File: config.mk
export PLATFORM = sky130hd
export DESIGN_NAME = addressed_frame_receiver_xor_check_core
export DESIGN_NICKNAME = d
export VERILOG_FILES = /design/src/hdl/afrx_pkg.sv /design/src/hdl/addressed_frame_receiver_xor_check_core.sv /design/src/hdl/afrx_parser.sv /design/src/hdl/afrx_result_seq.sv
export SDC_FILE = /design/constraint.sdc
export NUM_CORES = 1
export LEC_CHECK = 0
export BUFFER_PORTS_ARGS = -buffer_cell sky130_fd_sc_hd__buf_4
export CAP_MARGIN = 30
export CELL_PAD_IN_SITES_DETAIL_PLACEMENT = 0
export CELL_PAD_IN_SITES_GLOBAL_PLACEMENT = 2
export CORE_MARGIN = 4
export CORE_UTILIZATION = 45
export DETAILED_ROUTE_END_ITERATION = 8
export PLACE_DENSITY_LB_ADDON = 0.1
export SYNTH_ARGS = -nofsm -noshare
export SYNTH_HDL_FRONTEND = slang
export SYNTH_SLANG_ARGS = --single-unit
export TNS_END_PERCENT = 100
File: constraint.sdc
create_clock -name clock -period 7.05 [get_ports clock]
set_clock_uncertainty 0.1 [all_clocks]
set_input_delay 1.0575 -clock clock [delete_from_list [all_inputs] [get_ports clock]]
set_output_delay 1.0575 -clock clock [all_outputs]
set_load 0.1 [all_outputs]
File: src/hdl/afrx_pkg.sv
// Shared types and constants for the addressed frame receiver.
package afrx_pkg;

   // Smallest legal value of the length byte (length, dest, src, cmd, check).
   localparam logic [7:0] MIN_LENGTH = 8'd5;

   // Input item kinds.
   localparam logic CMD_BYTE = 1'b0;
   localparam logic CMD_GAP  = 1'b1;

   // Configuration register indexes.
   localparam logic [7:0] CSR_NODE_ADDRESS = 8'd0;
   localparam logic [7:0] CSR_START_BYTE   = 8'd1;

   // Receive phases of the frame parser.
   typedef enum logic [2:0] {
      PH_HUNT,
      PH_LEN,
      PH_DEST,
      PH_SRC,
      PH_CMD,
      PH_DATA,
      PH_BCC
   } phase_type;

   // States of the result sequencer.
   typedef enum logic [1:0] {
      EM_IDLE,
      EM_READ,
      EM_SHOW
   } emit_state_type;

   // One input item.
   typedef struct packed {
      logic       cmd;
      logic [7:0] rx_byte;
   } req_type;

   // One result item.
   typedef struct packed {
      logic [7:0] source_addr;
      logic [7:0] command_code;
      logic [4:0] payload_len;
      logic [3:0] byte_pos;
      logic [7:0] payload_byte;
      logic       truncated;
      logic       last;
   } rsp_type;

   // Summary of a good frame handed from the parser to the sequencer.
   typedef struct packed {
      logic [7:0] source_addr;
      logic [7:0] command_code;
      logic [7:0] stored_len;
      logic       truncated;
   } frame_info_type;

endpackage

File: src/hdl/addressed_frame_receiver_xor_check_core.sv
// Addressed frame receiver with XOR block check: top level with configuration registers.
// Input: one item per cycle while no result run is playing out; req_stall is high during a run.
// After the check byte is accepted, the sequencer does one memory read (EM_READ), then raises rsp_valid (EM_SHOW).
// Each result takes a memory read, then is shown in EM_SHOW until it is taken despite rsp_stall.
// A good frame with n stored bytes therefore holds the input until all max(n,1) results are taken.
// Reset is synchronous and clears all control state; the payload memory is not cleared.
module addressed_frame_receiver_xor_check_core #(
   parameter int MAX_PAYLOAD = 16
) (
   input  logic              clock,
   input  logic              reset,
   input  logic              req_valid,
   output logic              req_stall,
   input  afrx_pkg::req_type req_payload,
   output logic              rsp_valid,
   input  logic              rsp_stall,
   output afrx_pkg::rsp_type rsp_payload,
   input  logic              csr_valid,
   output logic              csr_ready,
   input  logic [7:0]        csr_index,
   input  logic [7:0]        csr_wdata
);
   import afrx_pkg::*;

   localparam int AW = (MAX_PAYLOAD > 1) ? $clog2(MAX_PAYLOAD) : 1;

   logic [7:0]     node_address_ff;
   logic [7:0]     start_byte_ff;
   logic           busy;
   logic           item_fire;
   logic           wr_en;
   logic [AW-1:0]  wr_addr;
   logic [7:0]     wr_data;
   logic           frame_start;
   frame_info_type frame_info;

   assign csr_ready = 1'b1;
   assign req_stall = busy;
   assign item_fire = req_valid && !req_stall;

   // Configuration registers; writes to unknown indexes are dropped.
   always_ff @(posedge clock) begin
      if (reset) begin
         node_address_ff <= 8'd1;
         start_byte_ff   <= 8'd2;
      end else if (csr_valid && csr_ready) begin
         if (csr_index == CSR_NODE_ADDRESS) node_address_ff <= csr_wdata;
         if (csr_index == CSR_START_BYTE)   start_byte_ff   <= csr_wdata;
      end
   end

   afrx_parser #(
      .MAX_PAYLOAD (MAX_PAYLOAD),
      .AW          (AW)
   ) u_parser (
      .clock        (clock),
      .reset        (reset),
      .item_fire    (item_fire),
      .item         (req_payload),
      .node_address (node_address_ff),
      .start_byte   (start_byte_ff),
      .wr_en        (wr_en),
      .wr_addr      (wr_addr),
      .wr_data      (wr_data),
      .frame_start  (frame_start),
      .frame_info   (frame_info)
   );

   afrx_result_seq #(
      .MAX_PAYLOAD (MAX_PAYLOAD),
      .AW          (AW)
   ) u_result_seq (
      .clock       (clock),
      .reset       (reset),
      .wr_en       (wr_en),
      .wr_addr     (wr_addr),
      .wr_data     (wr_data),
      .frame_start (frame_start),
      .frame_info  (frame_info),
      .busy        (busy),
      .rsp_valid   (rsp_valid),
      .rsp_stall   (rsp_stall),
      .rsp_payload (rsp_payload)
   );

endmodule

File: src/hdl/afrx_parser.sv
// Frame parser: hunts for the start byte, checks the header and XOR, writes data bytes.
module afrx_parser #(
   parameter int MAX_PAYLOAD = 16,
   parameter int AW          = 4
) (
   input  logic                     clock,
   input  logic                     reset,
   input  logic                     item_fire,
   input  afrx_pkg::req_type        item,
   input  logic [7:0]               node_address,
   input  logic [7:0]               start_byte,
   output logic                     wr_en,
   output logic [AW-1:0]            wr_addr,
   output logic [7:0]               wr_data,
   output logic                     frame_start,
   output afrx_pkg::frame_info_type frame_info
);
   import afrx_pkg::*;

   phase_type  phase_ff, phase_in;
   logic [7:0] frame_length_ff, frame_length_in;
   logic [7:0] bytes_seen_ff, bytes_seen_in;
   logic [7:0] xor_accum_ff, xor_accum_in;
   logic [7:0] held_source_ff, held_source_in;
   logic [7:0] held_command_ff, held_command_in;

   logic [7:0] b;
   logic [7:0] seen_next;
   logic [7:0] data_count;
   logic       is_gap;

   assign b          = item.rx_byte;
   assign is_gap     = (item.cmd == CMD_GAP);
   assign seen_next  = bytes_seen_ff + 8'd1;
   assign data_count = frame_length_ff - MIN_LENGTH;

   // Next phase.
   always_comb begin
      phase_in = phase_ff;
      if (item_fire) begin
         if (is_gap) begin
            phase_in = PH_HUNT;
         end else begin
            case (phase_ff)
               PH_HUNT: begin
                  if (b == start_byte) phase_in = PH_LEN;
               end
               PH_LEN: begin
                  phase_in = (b < MIN_LENGTH) ? PH_HUNT : PH_DEST;
               end
               PH_DEST: begin
                  phase_in = (b != node_address) ? PH_HUNT : PH_SRC;
               end
               PH_SRC: begin
                  phase_in = PH_CMD;
               end
               PH_CMD: begin
                  phase_in = (frame_length_ff == MIN_LENGTH) ? PH_BCC : PH_DATA;
               end
               PH_DATA: begin
                  if (seen_next >= data_count) phase_in = PH_BCC;
               end
               PH_BCC: begin
                  phase_in = PH_HUNT;
               end
               default: begin
                  phase_in = PH_HUNT;
               end
            endcase
         end
      end
   end

   // Datapath updates, payload writes and the frame start pulse.
   always_comb begin
      frame_length_in = frame_length_ff;
      bytes_seen_in   = bytes_seen_ff;
      xor_accum_in    = xor_accum_ff;
      held_source_in  = held_source_ff;
      held_command_in = held_command_ff;
      wr_en           = 1'b0;
      wr_addr         = bytes_seen_ff[AW-1:0];
      wr_data         = b;
      frame_start     = 1'b0;
      if (item_fire && !is_gap) begin
         case (phase_ff)
            PH_HUNT: begin
               if (b == start_byte) begin
                  xor_accum_in  = b;
                  bytes_seen_in = 8'd0;
               end
            end
            PH_LEN: begin
               if (b >= MIN_LENGTH) begin
                  frame_length_in = b;
                  xor_accum_in    = xor_accum_ff ^ b;
               end
            end
            PH_DEST: begin
               if (b == node_address) xor_accum_in = xor_accum_ff ^ b;
            end
            PH_SRC: begin
               held_source_in = b;
               xor_accum_in   = xor_accum_ff ^ b;
            end
            PH_CMD: begin
               held_command_in = b;
               xor_accum_in    = xor_accum_ff ^ b;
               bytes_seen_in   = 8'd0;
            end
            PH_DATA: begin
               wr_en         = (bytes_seen_ff < 8'(MAX_PAYLOAD));
               xor_accum_in  = xor_accum_ff ^ b;
               bytes_seen_in = seen_next;
            end
            PH_BCC: begin
               frame_start = (b == xor_accum_ff);
            end
            default: begin
               frame_start = 1'b0;
            end
         endcase
      end
   end

   // Summary of the frame for the result sequencer; excess data saturates.
   always_comb begin
      frame_info.source_addr  = held_source_ff;
      frame_info.command_code = held_command_ff;
      frame_info.truncated    = (data_count > 8'(MAX_PAYLOAD));
      frame_info.stored_len   = frame_info.truncated ? 8'(MAX_PAYLOAD) : data_count;
   end

   // State registers.
   always_ff @(posedge clock) begin
      if (reset) begin
         phase_ff        <= PH_HUNT;
         frame_length_ff <= 8'd0;
         bytes_seen_ff   <= 8'd0;
         xor_accum_ff    <= 8'd0;
         held_source_ff  <= 8'd0;
         held_command_ff <= 8'd0;
      end else begin
         phase_ff        <= phase_in;
         frame_length_ff <= frame_length_in;
         bytes_seen_ff   <= bytes_seen_in;
         xor_accum_ff    <= xor_accum_in;
         held_source_ff  <= held_source_in;
         held_command_ff <= held_command_in;
      end
   end

endmodule

File: src/hdl/afrx_result_seq.sv
// Payload memory and the sequencer that plays a good frame out as a run of result items.
module afrx_result_seq #(
   parameter int MAX_PAYLOAD = 16,
   parameter int AW          = 4
) (
   input  logic                     clock,
   input  logic                     reset,
   input  logic                     wr_en,
   input  logic [AW-1:0]            wr_addr,
   input  logic [7:0]               wr_data,
   input  logic                     frame_start,
   input  afrx_pkg::frame_info_type frame_info,
   output logic                     busy,
   output logic                     rsp_valid,
   input  logic                     rsp_stall,
   output afrx_pkg::rsp_type        rsp_payload
);
   import afrx_pkg::*;

   logic [7:0] mem [0:MAX_PAYLOAD-1];

   emit_state_type state_ff, state_in;
   frame_info_type info_ff;
   logic [AW-1:0]  pos_ff, pos_in;
   logic [7:0]     rdata_ff;
   logic [7:0]     last_pos;
   logic           is_last;
   logic           rsp_fire;

   assign rsp_fire = rsp_valid && !rsp_stall;
   assign last_pos = (info_ff.stored_len == 8'd0) ? 8'd0 : info_ff.stored_len - 8'd1;
   assign is_last  = (8'(pos_ff) == last_pos);

   // Payload memory: one write port, one registered read port.
   always_ff @(posedge clock) begin
      if (wr_en) mem[wr_addr] <= wr_data;
      if (state_ff == EM_READ) rdata_ff <= mem[pos_ff];
   end

   // Next state of the sequencer.
   always_comb begin
      state_in = state_ff;
      pos_in   = pos_ff;
      case (state_ff)
         EM_IDLE: begin
            if (frame_start) begin
               state_in = EM_READ;
               pos_in   = '0;
            end
         end
         EM_READ: begin
            state_in = EM_SHOW;
         end
         EM_SHOW: begin
            if (rsp_fire) begin
               if (is_last) begin
                  state_in = EM_IDLE;
               end else begin
                  state_in = EM_READ;
                  pos_in   = pos_ff + 1'b1;
               end
            end
         end
         default: begin
            state_in = EM_IDLE;
         end
      endcase
   end

   // Outputs of the sequencer.
   always_comb begin
      busy                     = (state_ff != EM_IDLE);
      rsp_valid                = (state_ff == EM_SHOW);
      rsp_payload.source_addr  = info_ff.source_addr;
      rsp_payload.command_code = info_ff.command_code;
      rsp_payload.payload_len  = info_ff.stored_len[4:0];
      rsp_payload.byte_pos     = 4'(pos_ff);
      rsp_payload.payload_byte = (info_ff.stored_len == 8'd0) ? 8'd0 : rdata_ff;
      rsp_payload.truncated    = info_ff.truncated;
      rsp_payload.last         = is_last;
   end

   // Control registers; the frame summary is captured as the run starts.
   always_ff @(posedge clock) begin
      if (reset) begin
         state_ff <= EM_IDLE;
         pos_ff   <= '0;
      end else begin
         state_ff <= state_in;
         pos_ff   <= pos_in;
      end
      if (state_ff == EM_IDLE && frame_start) info_ff <= frame_info;
   end

   // A new frame never arrives while a run is still playing out.
   assert property (@(posedge clock) disable iff (reset)
      frame_start |-> state_ff == EM_IDLE)
      else $error("frame start while a run is in progress");

   // No payload write lands while the memory is being read out.
   assert property (@(posedge clock) disable iff (reset)
      busy |-> !wr_en)
      else $error("payload write during a result run");

   // Taking the last item ends the run; taking any other fetches the next byte.
   assert property (@(posedge clock) disable iff (reset)
      (rsp_fire && rsp_payload.last) |=> state_ff == EM_IDLE)
      else $error("run did not end after its last item");

   assert property (@(posedge clock) disable iff (reset)
      (rsp_fire && !rsp_payload.last) |=> state_ff == EM_READ && pos_ff == $past(pos_ff) + 1'b1)
      else $error("run did not advance to the next byte");

endmodule

==> results of run 1 <==
==> area by class of cell <==
| class | count | area share (%) |
|---|---|---|
| sequential | 226 | 54.06 |
| multi-input combinational | 472 | 30.47 |
| clock buffer | 32 | 5.742 |
| timing repair buffer | 77 | 5.246 |
| tap | 280 | 3.086 |
| clock inverter | 14 | 0.9037 |
| inverter | 15 | 0.4959 |
==> where the power goes <==
part	switching [W]	total [W]	internal [W]
Clock	0.000499	0.00119	0.000691
Sequential	0.000000158	0.00142	0.00142
Combinational	0.0000401	0.0000586	0.0000185
==> sequential cells by signal, summed over array words and instances, names as in the netlist, 8 cells and up <==
signal                    cells
u_result_seq.mem            128
u_result_seq.rsp_payload     22
node_address_ff               8
start_byte_ff                 8
u_parser.bytes_seen_ff        8
u_parser.frame_length_ff      8
u_parser.held_command_ff      8
u_parser.held_source_ff       8
u_parser.xor_accum_ff         8
u_result_seq.rdata_ff         8
==> kinds of logic (layout without fill, tap and decap cells) <==
group	after synthesis	count (layout)	share of synthesized area [%]
flops	226	226	61.50
other cells	2	4	0.07527
simple gates	220	220	11.19
buf+inv	78	138	3.900
compound gates	102	102	6.659
mux	87	87	10.85
fa+ha+maj	18	18	2.232
xor+xnor	41	41	3.599
==> stage by stage <==
step                      cells  hold slack (ps)  cell area (µm²)
after floorplan             776            308.0             9985
after global placement     1062            315.0            10520
after detailed placement   1066            315.5            10570
after CTS                  1112            329.2            11330
after global routing       1116            345.0            11350
final                      1116            330.1            11350
==> per-layer routing <==
| layer | track usage (%) | vias up |
|---|---|---|
| met1 | 27.00 | 2997 |
| met5 | 0 | - |
| li1 | - | 2917 |
| met2 | 29.27 | 146 |
| met3 | 2.530 | 24 |
| met4 | 3.182 | 0 |
==> path summary, 6_finish.rpt <==
kind	end	start	cells after the start
min reg2reg	u_result_seq.rsp_payload[25]	u_parser.held_command_ff[6]	0
max	rsp_payload[0]	u_result_seq.rsp_payload[14]	7
min	u_result_seq.rsp_payload[25]	u_parser.held_command_ff[6]	0
max reg2reg	u_result_seq.mem[2][3]	u_parser.phase_ff[2]	7
==> layout by cell type (no fill, tap or decap), types with 8 or more instances in the layout <==
| cell type | n |
|---|---|
| nand3_1 | 19 |
| nor3_1 | 11 |
| a31oi_1 | 10 |
| clkbuf_16 | 25 |
| nand2_1 | 37 |
| a221oi_1 | 8 |
| mux2_2 | 9 |
| xnor2_1 | 35 |
| nand2b_1 | 11 |
| inv_1 | 15 |
| and2_1 | 12 |
| buf_4 | 73 |
| ha_1 | 17 |
| mux2i_1 | 62 |
| a22oi_1 | 16 |
| a21oi_1 | 23 |
| mux4_2 | 16 |
| edfxtp_1 | 161 |
| nand3b_1 | 11 |
| o21ai_0 | 26 |
| dfxtp_1 | 64 |
| nor2_1 | 83 |
==> critical path: cells and delay by family (launching register included) <==
kind	cells	cell delay [ps]
compound gates	1	360
buf+inv	2	470
simple gates	3	800
fa+ha+maj	1	160
flops	1	460
==> impl_metrics.py, run 1 <==
metrics = {
    "timing": {
        "worstMarginPinSlew_ps": 983.5,
        "finalSetupTns_ps": 0,
        "finalCriticalPeriod_ps": 3909,
        "hold_violations": 0,
        "period_share_pct": 55.45,
        "fin_ws_ps": 3141,
        "slew_headroom_pct": 34.43,
        "rsz0062_at_grt": "false",
        "max_freq_mhz": 255.8,
        "finalSetupViolations": 0,
        "finalMaxSlewViolations": 0,
    },
    "floorplan": {
        "num_rows": 54,
        "core_area_um2": 21820,
        "dieArea_um2": 24620,
        "die_y_um": 156.9,
        "dieWidth_um": 156.9,
        "ioPinCount": 68,
        "start_util_pct": 45.72,
    },
    "worst_hold_path": {
        "hp-class": "register to register",
    },
    "synthesis": {
        "synth_cell_types": 54,
        "synthCells": 774,
        "synth_warnings": 0,
        "synthTopCellsByArea": "edfxtp_1, dfxtp_1, mux2i_1",
        "synth_common_cells": "edfxtp_1, nor2_1, dfxtp_1",
        "async_flop_share_pct": 0,
        "synth-seq-cells": 226,
        "synth_flop_cell": "edfxtp_1",
        "synth_top_area_share_pct": 48.46,
        "yosysMostFrequentCell": "edfxtp_1",
        "avgSynthCellArea_um2": 12.89,
        "ys_seq_area_share_pct": 61.50,
        "synth_edf_count": 161,
        "yosysTopAreaCell": "edfxtp_1",
        "syn_area_um2": 9977,
    },
    "layout": {
        "nFillCells": 1860,
        "diodes": 0,
        "fin_util_pct": 52.02,
        "area.growth.synth_to_final_pct": 13.79,
        "multiInputGateArea_um2": 3460,
        "drive_gt1_share_pct": 17.58,
        "final_nets": 864,
        "regArea_um2": 6137,
    },
    "route": {
        "vias_per_cell": 5.452,
        "wl_met2_um": 10520,
        "drtIter0Drc": 468,
        "dr_wl_met3_um": 1083,
        "route.top_layer_used": "met4",
        "vias": 6084,
        "ant_nets": 0,
        "dr.pass1.iters": 5,
        "wl_per_cell_um": 20.14,
        "drc_errors": 0,
        "met1_length_um": 10630,
        "wirelength_um": 22480,
    },
    "run_status": {
        "status": "complete, no violations",
    },
    "pwr": {
        "vdd_drop_max_mv": 0.1660,
        "totalPowerFinal_w": 0.002667,
        "cellLeakagePower_nw": 4.024,
        "p_per_area_nw_per_um2": 234.9,
    },
    "run": {
        "cap_violations": 0,
    },
    "place": {
        "port-buffer-count": 66,
        "dp_slack_ps": 3367,
        "gp_congestion": 0.8058,
        "place_hpwl_um": 14740,
    },
    "critical_path": {
        "crit_type": "register to output pin",
        "crit_arrival_ps": 2750,
        "start_kind": "register",
        "cp_slowest_cell": "edfxtp_1",
        "worstPathRequired_ps": 5890,
        "path_cells": "inv_1 > ha_1 > nor4b_4 > nand2_1 > o211a_1 > nor2_1 > buf_4",
        "r2r_slack_ps": 3970,
        "worstSetupEndpointType": "output pin",
        "cp_max_fo": 10,
        "max_stage_delay_ps": 460,
    },
    "clocking": {
        "clockBufferDepth": 3,
        "cts_setup_buffers": 0,
        "cts_inserted_buffers": 25,
        "cts_root_buf": "clkbuf_16",
        "clock_sinks": 226,
        "htreeDepth": 1,
        "ctsResizeCount": 0,
        "path_clk_slew_ps": 50,
        "cts_hold_buf": 0,
        "clock_latency_ps": 510,
        "cts_tree": "built",
    },
    "global_route": {
        "overflow": 0,
        "grt_pass1_wl_um": 34810,
        "grt_pass1_vias": 6045,
        "track_usage_pct": 18.22,
        "grt_max_degree": 68,
        "antenna_found_initial": 0,
    },
}
No activity file was read; power rests on OpenSTA's default activity.
==> run 2: changes to the inputs <==
- ABC_AREA: default -> 1
- CORE_UTILIZATION: 45 -> 40
- clock period: 7.05 -> 4 ns (I/O delays scaled with it)
==> run 2 against run 1 <==
Clock-buffer cell count rose by 1. First-iteration DRC count fell by 7.3%. Critical endpoint unchanged. Sequential power rose by 77%. Clock power rose by 88%. Die area rose by 13%. Power rose by 86%. Via count rose by 12%. Critical path depth fell by 1. Worst setup slack got worse by 2400 ps. Non-clock buffer count fell by 3. Hold slack got worse by 64 ps.
==> impl_metrics.py, run 2 <==
metrics = {
    "route": {
        "wirelength_um": 24680,
        "drc_errors": 0,
        "vias_per_cell": 5.010,
        "dr_wl_met3_um": 1042,
        "wl_met2_um": 11380,
        "met1_length_um": 11660,
        "route.top_layer_used": "met4",
        "ant_nets": 0,
        "drtIter0Drc": 434,
        "wl_per_cell_um": 18.12,
        "dr.pass1.iters": 5,
        "vias": 6824,
    },
    "floorplan": {
        "core_area_um2": 24600,
        "start_util_pct": 41.13,
        "num_rows": 57,
        "dieArea_um2": 27910,
        "dieWidth_um": 167.1,
        "die_y_um": 167.1,
        "ioPinCount": 68,
    },
    "pwr": {
        "power_switching_w": 0.001052,
        "internal_power_w": 0.003918,
        "vdd_drop_max_mv": 0.3048,
        "power_frac_seq_pct": 50.7,
        "cellLeakagePower_nw": 4.390,
        "power.share.combinational_pct": 4.2,
        "power_frac_clock_pct": 45.1,
        "p_per_area_nw_per_um2": 431.4,
        "sw_frac_of_total_pct": 21.16,
    },
    "global_route": {
        "overflow": 0,
        "grt_max_degree": 68,
        "track_usage_pct": 17.33,
        "antenna_found_initial": 0,
        "grt_pass1_vias": 6660,
        "grt_pass1_wl_um": 38430,
    },
    "clocking": {
        "cts_tree": "built",
        "cts_hold_buf": 0,
        "htreeDepth": 1,
        "clock_sinks": 226,
        "ctsResizeCount": 0,
        "path_clk_slew_ps": 60,
        "clock_latency_ps": 510,
        "clockBufferDepth": 3,
        "cts_root_buf": "clkbuf_16",
        "cts_inserted_buffers": 25,
        "cts_setup_buffers": 0,
    },
    "timing": {
        "finalMaxSlewViolations": 0,
        "finalCriticalPeriod_ps": 3242,
        "max_freq_mhz": 308.5,
        "hold_violations": 0,
        "finalSetupViolations": 0,
        "worstMarginPinSlew_ps": 1005,
        "slew_headroom_pct": 32.89,
        "fin_ws_ps": 758.2,
        "period_share_pct": 81.04,
        "rsz0062_at_grt": "false",
        "finalSetupTns_ps": 0,
    },
    "synthesis": {
        "async_flop_share_pct": 0,
        "avgSynthCellArea_um2": 10.31,
        "synth_flop_cell": "edfxtp_1",
        "synthCells": 982,
        "yosysMostFrequentCell": "edfxtp_1",
        "synth_warnings": 0,
        "syn_area_um2": 10120,
        "synth_common_cells": "edfxtp_1, nand2_1, nor2_1",
        "synth_top_area_share_pct": 47.77,
        "ys_seq_area_share_pct": 60.63,
        "synth_cell_types": 47,
        "yosysTopAreaCell": "edfxtp_1",
        "synth_edf_count": 161,
        "synth-seq-cells": 226,
        "synthTopCellsByArea": "edfxtp_1, dfxtp_1, nand2_1",
    },
    "layout": {
        "largest_reg_flops": 128,
        "layout_commonest_cell": "edfxtp_1",
        "final_cell_mix": "edfxtp_1, nand2_1, nor2_1",
        "final_nets": 1067,
        "largest-register": "u_result_seq.mem",
        "drive_gt1_share_pct": 14.16,
        "diodes": 0,
        "area.growth.synth_to_final_pct": 13.83,
    },
    "critical_path": {
        "crit_arrival_ps": 2540,
        "cp_max_fo": 13,
        "r2r_slack_ps": 1220,
        "worstSetupEndpointType": "output pin",
        "worstPathRequired_ps": 3300,
        "start_kind": "register",
        "reg2regPathDepth": 7,
        "crit_type": "register to output pin",
    },
    "place": {
        "place_hpwl_um": 16620,
        "port-buffer-count": 66,
        "dp_slack_ps": 917.3,
        "gp_congestion": 0.7862,
    },
    "worst_hold_path": {
        "hp-class": "primary input to register",
        "holdPathStages": 3,
    },
    "run": {
        "cap_violations": 0,
    },
    "run_status": {
        "status": "complete, no violations",
    },
}
-- run 2: kinds of logic after synthesis --
kind of cell	count (synthesis)	share of synthesized area (%)
XOR/XNOR	39	3.375
other	2	0.07420
adder cells (fa/ha/maj)	17	2.102
AND/OR/NAND/NOR	362	15.77
AO/OA/AOI/OAI	185	10.84
buffers and inverters	151	7.207
flip-flops	226	60.63
-- run 2: final timing paths --
| check | start | to |
|---|---|---|
| setup / recovery | u_result_seq.pos_ff[2] | rsp_payload[0] |
| hold / removal | rsp_stall | u_result_seq.state_ff[1] |
| setup reg to reg | u_result_seq.state_ff[1] | u_result_seq.mem[1][5] |
| hold reg to reg | u_parser.held_source_ff[4] | u_result_seq.rsp_payload[31] |
-- run 2: layout make-up --
cell class	count	area [µm²]
multi-input combinational	607	3278
sequential	226	6137
inverter	86	325.3
fill	2373	13080
clock inverter	12	111.4
clock buffer	33	695.7
timing repair buffer	74	568.0
tap	324	405.4
-- run 2: routing by layer --
layer / GRT usage (%) / vias up
met5: 0 / -
met4: 4.731 / 0
met3: 2.512 / 41
met2: 27.91 / 128
met1: 24.63 / 3222
li1: - / 3433
-- run 2: stage by stage --
stage / hold WS (ps) / total power, W / instance area, µm² / instances / utilization, %
detailed placement: 309.7 / 0.002781 / 10710 / 1317 / 43.54
finish: 265.9 / 0.004970 / 11520 / 1362 / 46.82
global route: 248.5 / 0.005147 / 11520 / 1362 / 46.82
floorplan: 303.0 / 0.002697 / 10130 / 984 / -
CTS: 230.0 / 0.005037 / 11520 / 1362 / 46.82
global placement: 308.5 / 0.002782 / 10710 / 1317 / 43.54
-- run 2: power by group through the flow --
stage	clock [W]	combinational (W)	sequential, W
after global routing	0.00239	0.000234	0.00252
after global placement	0	0.000214	0.00257
after detailed placement	0	0.000213	0.00257
after CTS	0.00230	0.000214	0.00252
after floorplan	0	0.000131	0.00257
final	0.00224	0.000210	0.00252
-- run 2: worst max-delay path: stages, from the launching register on --
cell	delay, ps
dfxtp_1	640
inv_1	400
xor2_1	260
nor2_1	180
nand3_1	170
inv_1	80
buf_4	280
